### config.mk
export PLATFORM = sky130hd
export DESIGN_NAME = edit_distance_engine
export DESIGN_NICKNAME = d
export VERILOG_FILES = /design/src/hdl/edi_pkg.sv /design/src/hdl/edi_cell.sv /design/src/hdl/edit_distance_engine.sv
export VERILOG_INCLUDE_DIRS = /design/src /design/src/hdl
export SDC_FILE = /design/constraint.sdc
export NUM_CORES = 1
export LEC_CHECK = 0
export BUFFER_PORTS_ARGS = -buffer_cell sky130_fd_sc_hd__buf_4
export CORE_UTILIZATION = 23
export DETAILED_ROUTE_END_ITERATION = 8
export SETUP_SLACK_MARGIN = 0.15
export SYNTH_ARGS = -nofsm -noshare
export SYNTH_HDL_FRONTEND = slang
export SYNTH_SLANG_ARGS = --single-unit
### constraint.sdc
create_clock -name clk -period 4.2 [get_ports clk]
set_input_delay 1.05 -clock clk [delete_from_list [all_inputs] [get_ports clk]]
set_output_delay 1.05 -clock clk [all_outputs]
set_load 0.02 [all_outputs]
### src/hdl/edit_distance_engine_assert.svh
// ----------------------------------------------------------------------------
// Assertion macros for the edit distance engine
// Concurrent assertion shorthands, compiled out when NO_ASSERTIONS is set.
// ----------------------------------------------------------------------------
`ifndef EDIT_DISTANCE_ENGINE_ASSERT_SVH
`define EDIT_DISTANCE_ENGINE_ASSERT_SVH

`ifndef NO_ASSERTIONS

`define EDI_ASSERT_IMPLY(label, clk, rst_n, ante, cons) \
  label: assert property (@(posedge clk) disable iff (!rst_n) (ante) |-> (cons)) \
    else $error("edit distance engine: assertion failed");

`define EDI_ASSERT_NEXT(label, clk, rst_n, ante, cons) \
  label: assert property (@(posedge clk) disable iff (!rst_n) (ante) |=> (cons)) \
    else $error("edit distance engine: assertion failed");

`else

`define EDI_ASSERT_IMPLY(label, clk, rst_n, ante, cons)

`define EDI_ASSERT_NEXT(label, clk, rst_n, ante, cons)

`endif

`endif

### src/hdl/edi_pkg.sv
// ----------------------------------------------------------------------------
// Edit distance engine package
// Command codes and the control group broadcast to the cell chain.
// ----------------------------------------------------------------------------
package edi_pkg;

  localparam int CHAR_W = 8;
  localparam int DIST_W = 5;

  typedef enum logic [1:0] {
    OP_CLEAR      = 2'd0,
    OP_APPEND_REF = 2'd1,
    OP_APPEND_QRY = 2'd2,
    OP_FINISH     = 2'd3
  } op_t;

  typedef struct packed {
    logic              restore;
    logic              ref_we;
    logic [CHAR_W-1:0] ref_char;
  } ctrl_t;

endpackage

### src/hdl/edi_cell.sv
// ----------------------------------------------------------------------------
// Edit distance cell
// Holds one reference byte and one entry of the distance column, and updates
// the entry as a query wavefront passes, handing it on to the next cell.
// ----------------------------------------------------------------------------
module edi_cell #(
  parameter int DP_W = 5
) (
  input  logic                          clk,
  input  logic                          rst_n,
  input  edi_pkg::ctrl_t                ctrl,
  input  logic [DP_W-1:0]               cell_idx,
  input  logic [DP_W-1:0]               ref_len,
  input  logic                          wv_vld_i,
  input  logic [edi_pkg::CHAR_W-1:0]    wv_ch_i,
  input  logic [DP_W-1:0]               wv_left_i,
  input  logic [DP_W-1:0]               wv_diag_i,
  output logic                          wv_vld_o,
  output logic [edi_pkg::CHAR_W-1:0]    wv_ch_o,
  output logic [DP_W-1:0]               wv_left_o,
  output logic [DP_W-1:0]               wv_diag_o
);
  import edi_pkg::*;

  logic [CHAR_W-1:0] ref_ch_r;
  logic [DP_W-1:0]   dp_r, dp_nxt;
  logic              vld_r;
  logic [CHAR_W-1:0] ch_r;
  logic [DP_W-1:0]   left_r, left_nxt;
  logic [DP_W-1:0]   diag_r;
  logic              active;
  logic              ref_hit;
  logic [DP_W:0]     above_inc, left_inc, diag_inc, min_ab, min_all;
  logic [DP_W-1:0]   cand;

  always_comb begin
    active    = (cell_idx <= ref_len);
    ref_hit   = ctrl.ref_we && ({1'b0, cell_idx} == ({1'b0, ref_len} + 1'b1));
    above_inc = {1'b0, dp_r} + 1'b1;
    left_inc  = {1'b0, wv_left_i} + 1'b1;
    diag_inc  = {1'b0, wv_diag_i} + 1'b1;
    min_ab    = (left_inc < above_inc) ? left_inc : above_inc;
    min_all   = (diag_inc < min_ab) ? diag_inc : min_ab;
    if (ref_ch_r == wv_ch_i) begin
      cand = wv_diag_i;
    end else begin
      cand = min_all[DP_W-1:0];
    end
    left_nxt = active ? cand : wv_left_i;
    if (ctrl.restore) begin
      dp_nxt = cell_idx;
    end else if (wv_vld_i && active) begin
      dp_nxt = cand;
    end else begin
      dp_nxt = dp_r;
    end
  end

  always_ff @(posedge clk) begin
    if (!rst_n) begin
      dp_r  <= cell_idx;
      vld_r <= 1'b0;
    end else begin
      dp_r  <= dp_nxt;
      vld_r <= wv_vld_i;
    end
  end

  always_ff @(posedge clk) begin
    if (ref_hit) begin
      ref_ch_r <= ctrl.ref_char;
    end
    ch_r   <= wv_ch_i;
    left_r <= left_nxt;
    diag_r <= dp_r;
  end

  assign wv_vld_o  = vld_r;
  assign wv_ch_o   = ch_r;
  assign wv_left_o = left_r;
  assign wv_diag_o = diag_r;

endmodule

### src/hdl/edit_distance_engine.sv
// ----------------------------------------------------------------------------
// Edit distance engine
// Levenshtein distance between a stored reference string and a query string,
// computed by a chain of cells, one for each reference position.
// ----------------------------------------------------------------------------
// Commands are transferred on in_opcode and in_char_in at a clock edge where
// start is high and busy is low. Opcode 0 clears everything, 1 appends a
// reference byte, 2 appends a query byte and 3 finishes the query.
// Clear, reference append, finish and a dropped query byte do not raise busy.
// A query byte that is kept sends a wavefront down the cell chain, one
// cell per cycle, and busy stays high until the wavefront has left the last
// cell, so no further command is taken while it runs. The length of the cell
// chain alone sets how long this lasts.
// A finish gives one result on out_distance and out_overflow, marked by
// out_valid in the cycle after its transfer. The receiver cannot stall, so
// the result is present for that single cycle only.
// Bytes beyond MAX_LEN are dropped and set the sticky overflow flag, which
// only a clear or a reset resets. Reset empties the reference and the query,
// restores the distance column and clears the overflow flag; it takes effect
// at the first clock edge with rst_n low.
// ----------------------------------------------------------------------------
`include "edit_distance_engine_assert.svh"

module edit_distance_engine #(
  parameter int MAX_LEN = 16
) (
  input  logic                          clk,
  input  logic                          rst_n,
  input  logic                          start,
  output logic                          busy,
  input  logic [1:0]                    in_opcode,
  input  logic [edi_pkg::CHAR_W-1:0]    in_char_in,
  output logic                          out_valid,
  output logic [edi_pkg::DIST_W-1:0]    out_distance,
  output logic                          out_overflow
);
  import edi_pkg::*;

  localparam int DP_W = ($clog2(MAX_LEN + 1) > DIST_W) ? $clog2(MAX_LEN + 1) : DIST_W;

  op_t              op;
  logic             accept;
  ctrl_t            ctrl;
  logic [DP_W-1:0]  ref_len_r, ref_len_nxt;
  logic [DP_W-1:0]  qcount_r, qcount_nxt;
  logic             ovf_r, ovf_nxt;
  logic [DP_W-1:0]  dist_r, dist_nxt;
  logic             launch;
  logic             out_valid_r;
  logic [DIST_W-1:0] out_distance_r;
  logic             out_overflow_r;

  logic [MAX_LEN:0] wv_vld;
  logic [CHAR_W-1:0] wv_ch   [MAX_LEN+1];
  logic [DP_W-1:0]   wv_left [MAX_LEN+1];
  logic [DP_W-1:0]   wv_diag [MAX_LEN+1];
  logic              wv0_vld_r;
  logic [CHAR_W-1:0] wv0_ch_r;
  logic [DP_W-1:0]   wv0_left_r;
  logic [DP_W-1:0]   wv0_diag_r;

  assign op     = op_t'(in_opcode);
  assign busy   = |wv_vld;
  assign accept = start && !busy;

  always_comb begin
    ctrl.restore  = accept && ((op == OP_CLEAR) || (op == OP_FINISH));
    ctrl.ref_we   = accept && (op == OP_APPEND_REF) && (qcount_r == '0)
                    && (ref_len_r != DP_W'(MAX_LEN));
    ctrl.ref_char = in_char_in;
    launch        = accept && (op == OP_APPEND_QRY) && (qcount_r != DP_W'(MAX_LEN));
    ref_len_nxt   = ref_len_r;
    qcount_nxt    = qcount_r;
    ovf_nxt       = ovf_r;
    dist_nxt      = dist_r;
    if (wv_vld[MAX_LEN]) begin
      dist_nxt = wv_left[MAX_LEN];
    end
    if (accept) begin
      case (op)
        OP_CLEAR: begin
          ref_len_nxt = '0;
          qcount_nxt  = '0;
          ovf_nxt     = 1'b0;
          dist_nxt    = '0;
        end
        OP_APPEND_REF: begin
          if (qcount_r == '0) begin
            if (ref_len_r == DP_W'(MAX_LEN)) begin
              ovf_nxt = 1'b1;
            end else begin
              ref_len_nxt = ref_len_r + 1'b1;
              dist_nxt    = ref_len_r + 1'b1;
            end
          end
        end
        OP_APPEND_QRY: begin
          if (qcount_r == DP_W'(MAX_LEN)) begin
            ovf_nxt = 1'b1;
          end else begin
            qcount_nxt = qcount_r + 1'b1;
          end
        end
        OP_FINISH: begin
          qcount_nxt = '0;
          dist_nxt   = ref_len_r;
        end
        default: begin
          qcount_nxt = qcount_r;
        end
      endcase
    end
  end

  always_ff @(posedge clk) begin
    if (!rst_n) begin
      ref_len_r   <= '0;
      qcount_r    <= '0;
      ovf_r       <= 1'b0;
      dist_r      <= '0;
      wv0_vld_r   <= 1'b0;
      out_valid_r <= 1'b0;
    end else begin
      ref_len_r   <= ref_len_nxt;
      qcount_r    <= qcount_nxt;
      ovf_r       <= ovf_nxt;
      dist_r      <= dist_nxt;
      wv0_vld_r   <= launch;
      out_valid_r <= accept && (op == OP_FINISH);
    end
  end

  always_ff @(posedge clk) begin
    wv0_ch_r       <= in_char_in;
    wv0_left_r     <= qcount_r + 1'b1;
    wv0_diag_r     <= qcount_r;
    out_distance_r <= dist_r[DIST_W-1:0];
    out_overflow_r <= ovf_r;
  end

  assign wv_vld[0]  = wv0_vld_r;
  assign wv_ch[0]   = wv0_ch_r;
  assign wv_left[0] = wv0_left_r;
  assign wv_diag[0] = wv0_diag_r;

  for (genvar k = 0; k < MAX_LEN; k++) begin : g_cell
    edi_cell #(
      .DP_W (DP_W)
    ) u_cell (
      .clk       (clk),
      .rst_n     (rst_n),
      .ctrl      (ctrl),
      .cell_idx  (DP_W'(k + 1)),
      .ref_len   (ref_len_r),
      .wv_vld_i  (wv_vld[k]),
      .wv_ch_i   (wv_ch[k]),
      .wv_left_i (wv_left[k]),
      .wv_diag_i (wv_diag[k]),
      .wv_vld_o  (wv_vld[k+1]),
      .wv_ch_o   (wv_ch[k+1]),
      .wv_left_o (wv_left[k+1]),
      .wv_diag_o (wv_diag[k+1])
    );
  end

  assign out_valid    = out_valid_r;
  assign out_distance = out_distance_r;
  assign out_overflow = out_overflow_r;

  // The result strobe follows a finish transfer, and nothing else.
  `EDI_ASSERT_NEXT(a_finish_gives_result, clk, rst_n, accept && (op == OP_FINISH), out_valid)
  `EDI_ASSERT_IMPLY(a_result_from_finish, clk, rst_n, out_valid,
                    $past(start && !busy && (in_opcode == OP_FINISH)))
  // A query byte that is not dropped keeps the block busy while its wavefront runs.
  `EDI_ASSERT_NEXT(a_launch_busy, clk, rst_n, launch, busy && (qcount_r != '0))
  // The overflow flag is sticky until a clear.
  `EDI_ASSERT_IMPLY(a_overflow_sticky, clk, rst_n, $fell(ovf_r) && $past(rst_n),
                    $past(start && !busy && (in_opcode == OP_CLEAR)))
  `EDI_ASSERT_IMPLY(a_counts_in_range, clk, rst_n, 1'b1,
                    (ref_len_r <= DP_W'(MAX_LEN)) && (qcount_r <= DP_W'(MAX_LEN)))

endmodule

==> summary.md <==
| Metric | Value |
|---|---|
| Deepest clock path buffer count | 3 |
| Power Density | about 350 nW/um2 |
| Root Buffer | clkbuf_16 |
| Initial detailed-routing violation count | approximately 1300 |
| Syn nets | between 3000 and 4000 |
| Least-Margin Pin Slew | roughly 1.0 ns |
| Final non-filler cell total | around 4800 |
| CTS tree | done |
| Critical path cell sequence | ha_4, xnor2_4, ha_4, a21oi_2, o21ai_1, maj3_2, a21oi_4, mux2i_2, inv_1, ha_4, a21o_1, a21o_1, a21o_1, or4_4, o211ai_4, buf_6, buf_6, nor2b_4, o21ai_2, o221ai_2 |
| Mapped cell area | approximately 28000 um2 |
| Min-Delay Path Depth | 0 |
| PortBufs | 20 |
| First-pass GRT wire length | ~110000 um |
| LEAKAGE | between 10 and 15 nW |
| Internal cell power | around 0.0094 W |
| Number of diodes | 0 |
| CP Launch Type | flip-flop |
| Endpoints failing setup | 0 |
| WL/cell | about 15 um |
| Peak supply drop | between 0.3 and 0.4 mV |
| CTS sink count | 541 |
| Synth unique cells | 93 |
| Total power | ~0.012 W |
| P&R area growth vs syn | 25.9% |
| Vias/cell | approximately 4.6 |
| DR pass1 iterations | 6 |
| EDFF count, synth | approximately 130 |
| Hold WC Path Type | reg -> reg |
| Synth Instances | about 2900 |
| Synthesis Warnings | 0 |
| Slowest cell on the critical path | or4_4 |
| CP peak stage delay | 0.43 ns |
| DIE AREA | approximately 120000 um2 |
| Number of global-route vias before repair | between 20000 and 25000 |
| Hold Buf Count CTS | 0 |
| Max-cap violations | 0 |
| Total negative slack | 0 ns |
| Switch Pwr | about 0.0029 W |
| Sequential cell area fraction in the yosys report | 0.437 |
| Tmin final | between 4 and 5 ns |
| Total GRT Usage | 0.113 |
| Crit. End Element | flip-flop |
| Initial core utilization | 0.232 |
| GP Congestion | 0.891 |
| Slew HR | 0.299 |
| Kind of critical path | reg -> reg |
| DIE HEIGHT | 349 um |
| Worst R2R Start | g_cell[10].u_cell.dp_r[0] |
| Layout cell share with drive strength beyond 1 | 0.207 |
| Hold Crit Endpoint | g_cell[1].u_cell.wv_ch_o[1] |
| Hold Vio Cnt, Final | 0 |
| Net Sw Frac | 0.234 |
| Placed cell count | approximately 4600 |
| Post-Syn Area per Cell | between 9 and 10 um2 |
| Fmax | around 0.24 GHz |
| FP Rows | between 100 and 150 |
| Core Area | between 100000 and 150000 um2 |
| HP Start | g_cell[0].u_cell.wv_ch_o[1] |
| Status | finished, final reports clean |
| DP HPWL | 52700 um |
| H-tree Lvls | 2 |
| Inserted Clock Buffers | 57 |
| CP Data Required Time | around 4.7 ns |
| Drt drc | 0 |
| Clock power share | 0.451 |
| Sequential share of power | 0.447 |
| Final-report max-slew violation count | 0 |
| Critical Path AT | 4.69 ns |
| Reg2Reg Depth | 20 |
| Clk_lat worst skew | approximately 0.63 ns |
| Total gr overflow | 0 |
| Final period util | 0.990 |
| Worst Path Max Fanout | 4 |
| Final ANT Viol Nets | 0 |
| Nets@finish | about 3300 |
| Post-Route Skew | about 0.034 ns |
| Worst slack, placed | -0.104 ns |
| Post-synth ARST share | 0 |
| Vias | around 22000 |
| Reg2Reg Setup Slack | approximately 0.044 ns |
| Final Core Density | 0.292 |
| Num ports | 21 |
| Logic gate share of total power | 0.103 |
| Largest net degree at the start of global routing | 42 |
| RR Endpoint | g_cell[10].u_cell.wv_left_o[2] |
| FF+latch count, synth | approximately 540 |
| Main synth FF type | dfxtp_1 |
| RSZ-0062 raised after global routing | true |
| Worst-path clk slew | ~0.06 ns |
| Min setup slack post-route | 0.0436 ns |
| Initial antenna violation count | 1 |
| Die width | about 350 um |
| Drt total wl | between 70000 and 80000 um |
[metrics by stage]
stage               area, um2  hold WS [ns]
finish                  34900         0.346
global route            34900         0.361
CTS                     33400         0.349
detailed placement      31000         0.352
global placement        31000         0.353
floorplan               27800         0.329
[per-layer routing]
metal | GRT usage | vias up | routed length [um]
met5 | 0 | - | 0
met4 | 0.0376 | 0 | 1930
met3 | 0.0174 | 121 | 3290
met2 | 0.185 | 472 | 33100
met1 | 0.151 | 10400 | 33800
li1 | - | 10800 | -
[area by class of cell]
cell class              count  area (um2)
fillers                 12300       84800
clock buffers              78        1650
clock inverters            30         477
multi-input cells        2141       16300
inverters                 117         439
flip-flops and latches    541       12200
repair buffers            231        1820
well taps                1612        2020
[flip-flops by register name, indices dropped and copies added, names as in the netlist]
register and count:
dist_r 5, g_cell.u_cell.dp_r 80, g_cell.u_cell.ref_ch_r 128, g_cell.u_cell.wv_ch_o 120, g_cell.u_cell.wv_diag_o 75, g_cell.u_cell.wv_left_o 80, g_cell.u_cell.wv_vld_o 16, out_distance 5
out_overflow 1, out_valid 1, ovf_r 1, qcount_r 5, ref_len_r 5, wv0_ch_r 8, wv0_diag_r 5, wv0_left_r 5
wv0_vld_r 1
[placed cells by master, fill, tap and decap left out, types with 15 or more instances in the layout]
master / n
mux2i_1: 50
dfxtp_1: 373
xor2_1: 159
nor4_1: 23
o21a_1: 20
a21oi_1: 134
xnor2_1: 93
xor2_2: 16
mux2i_2: 15
mux2_2: 28
nor3_1: 33
nor2_1: 204
a211oi_1: 22
o31ai_1: 16
dfxtp_2: 33
o211ai_1: 31
nand2b_1: 21
nand2_1: 206
edfxtp_1: 128
o21ai_0: 108
ha_1: 174
clkbuf_16: 58
ha_4: 22
nand4_1: 36
and3_1: 31
buf_4: 217
nor2b_1: 19
inv_1: 112
o21ai_2: 17
a31oi_1: 38
a21o_1: 69
o21ai_1: 27
nand3_1: 173
a21oi_2: 21
and2_1: 48
[synthesized netlist by cell type, types with 40 or more instances]
library cell	instances	area, um2
xnor2_1	102	893
inv_1	117	439
o21ai_0	151	756
xor2_1	180	1580
dfxtp_1	413	8270
a21o_1	70	526
nand3_1	176	881
edfxtp_1	128	3840
nor2_1	209	785
clkbuf_1	50	188
a21oi_1	159	796
nand2_1	209	785
mux2i_1	74	741
ha_1	205	2560
a31oi_1	40	250
and2_1	50	313
[power by group through the flow]
stage | registers (W) | logic, W | clock network (W)
6_report | 0.00551 | 0.00127 | 0.00556
5_1_grt | 0.00552 | 0.00138 | 0.00587
4_1_cts | 0.00550 | 0.00110 | 0.00565
3_5_place_dp | 0.00562 | 0.00107 | 0
3_3_place_gp | 0.00562 | 0.00106 | 0
2_1_floorplan | 0.00560 | 0.000693 | 0
[critical path: cells and delay by family (launching register included)]
| family | cells | cell delay (ns) |
|---|---|---|
| simple gates | 2 | 0.57 |
| fa+ha+maj | 4 | 0.97 |
| buf+inv | 3 | 0.36 |
| xor+xnor | 1 | 0.17 |
| compound gates | 9 | 1.38 |
| mux | 1 | 0.26 |
| flops | 1 | 0.35 |
[how the worst max path moves through the flow]
stage,from,end,depth (start not counted)
final,g_cell[10].u_cell.dp_r[0],g_cell[10].u_cell.wv_left_o[2],20
after global routing,g_cell[10].u_cell.dp_r[0],g_cell[10].u_cell.dp_r[3],18
after CTS,g_cell[9].u_cell.wv_left_o[1],g_cell[10].u_cell.wv_left_o[1],18
after detailed placement,g_cell[9].u_cell.wv_left_o[1],g_cell[10].u_cell.wv_left_o[1],18
after global placement,g_cell[9].u_cell.wv_left_o[1],g_cell[10].u_cell.wv_left_o[1],18
after floorplan,g_cell[10].u_cell.dp_r[0],g_cell[10].u_cell.wv_left_o[1],18
[what timing repair did]
item,4_1_cts,5_1_grt
endpoints found under the setup margin,71,153
buffers inserted,11,35
pin swaps,17,94
gates resized for setup,50,293
hold endpoints to repair,0,0
[cells by family (layout without fill, tap and decap cells)]
family                     Yosys count  after routing  share of synthesized area
DFF                                541            541                      0.437
and+or+nand+nor                    878            878                      0.154
muxes                              111            111                     0.0420
buffers and inverters              180            456                     0.0253
xor gates and xnor gates           282            282                     0.0891
adders and majority gates          217            217                     0.0970
AOI/OAI and AO/OA                  653            653                      0.156
Power figures use the tool's default switching activity.
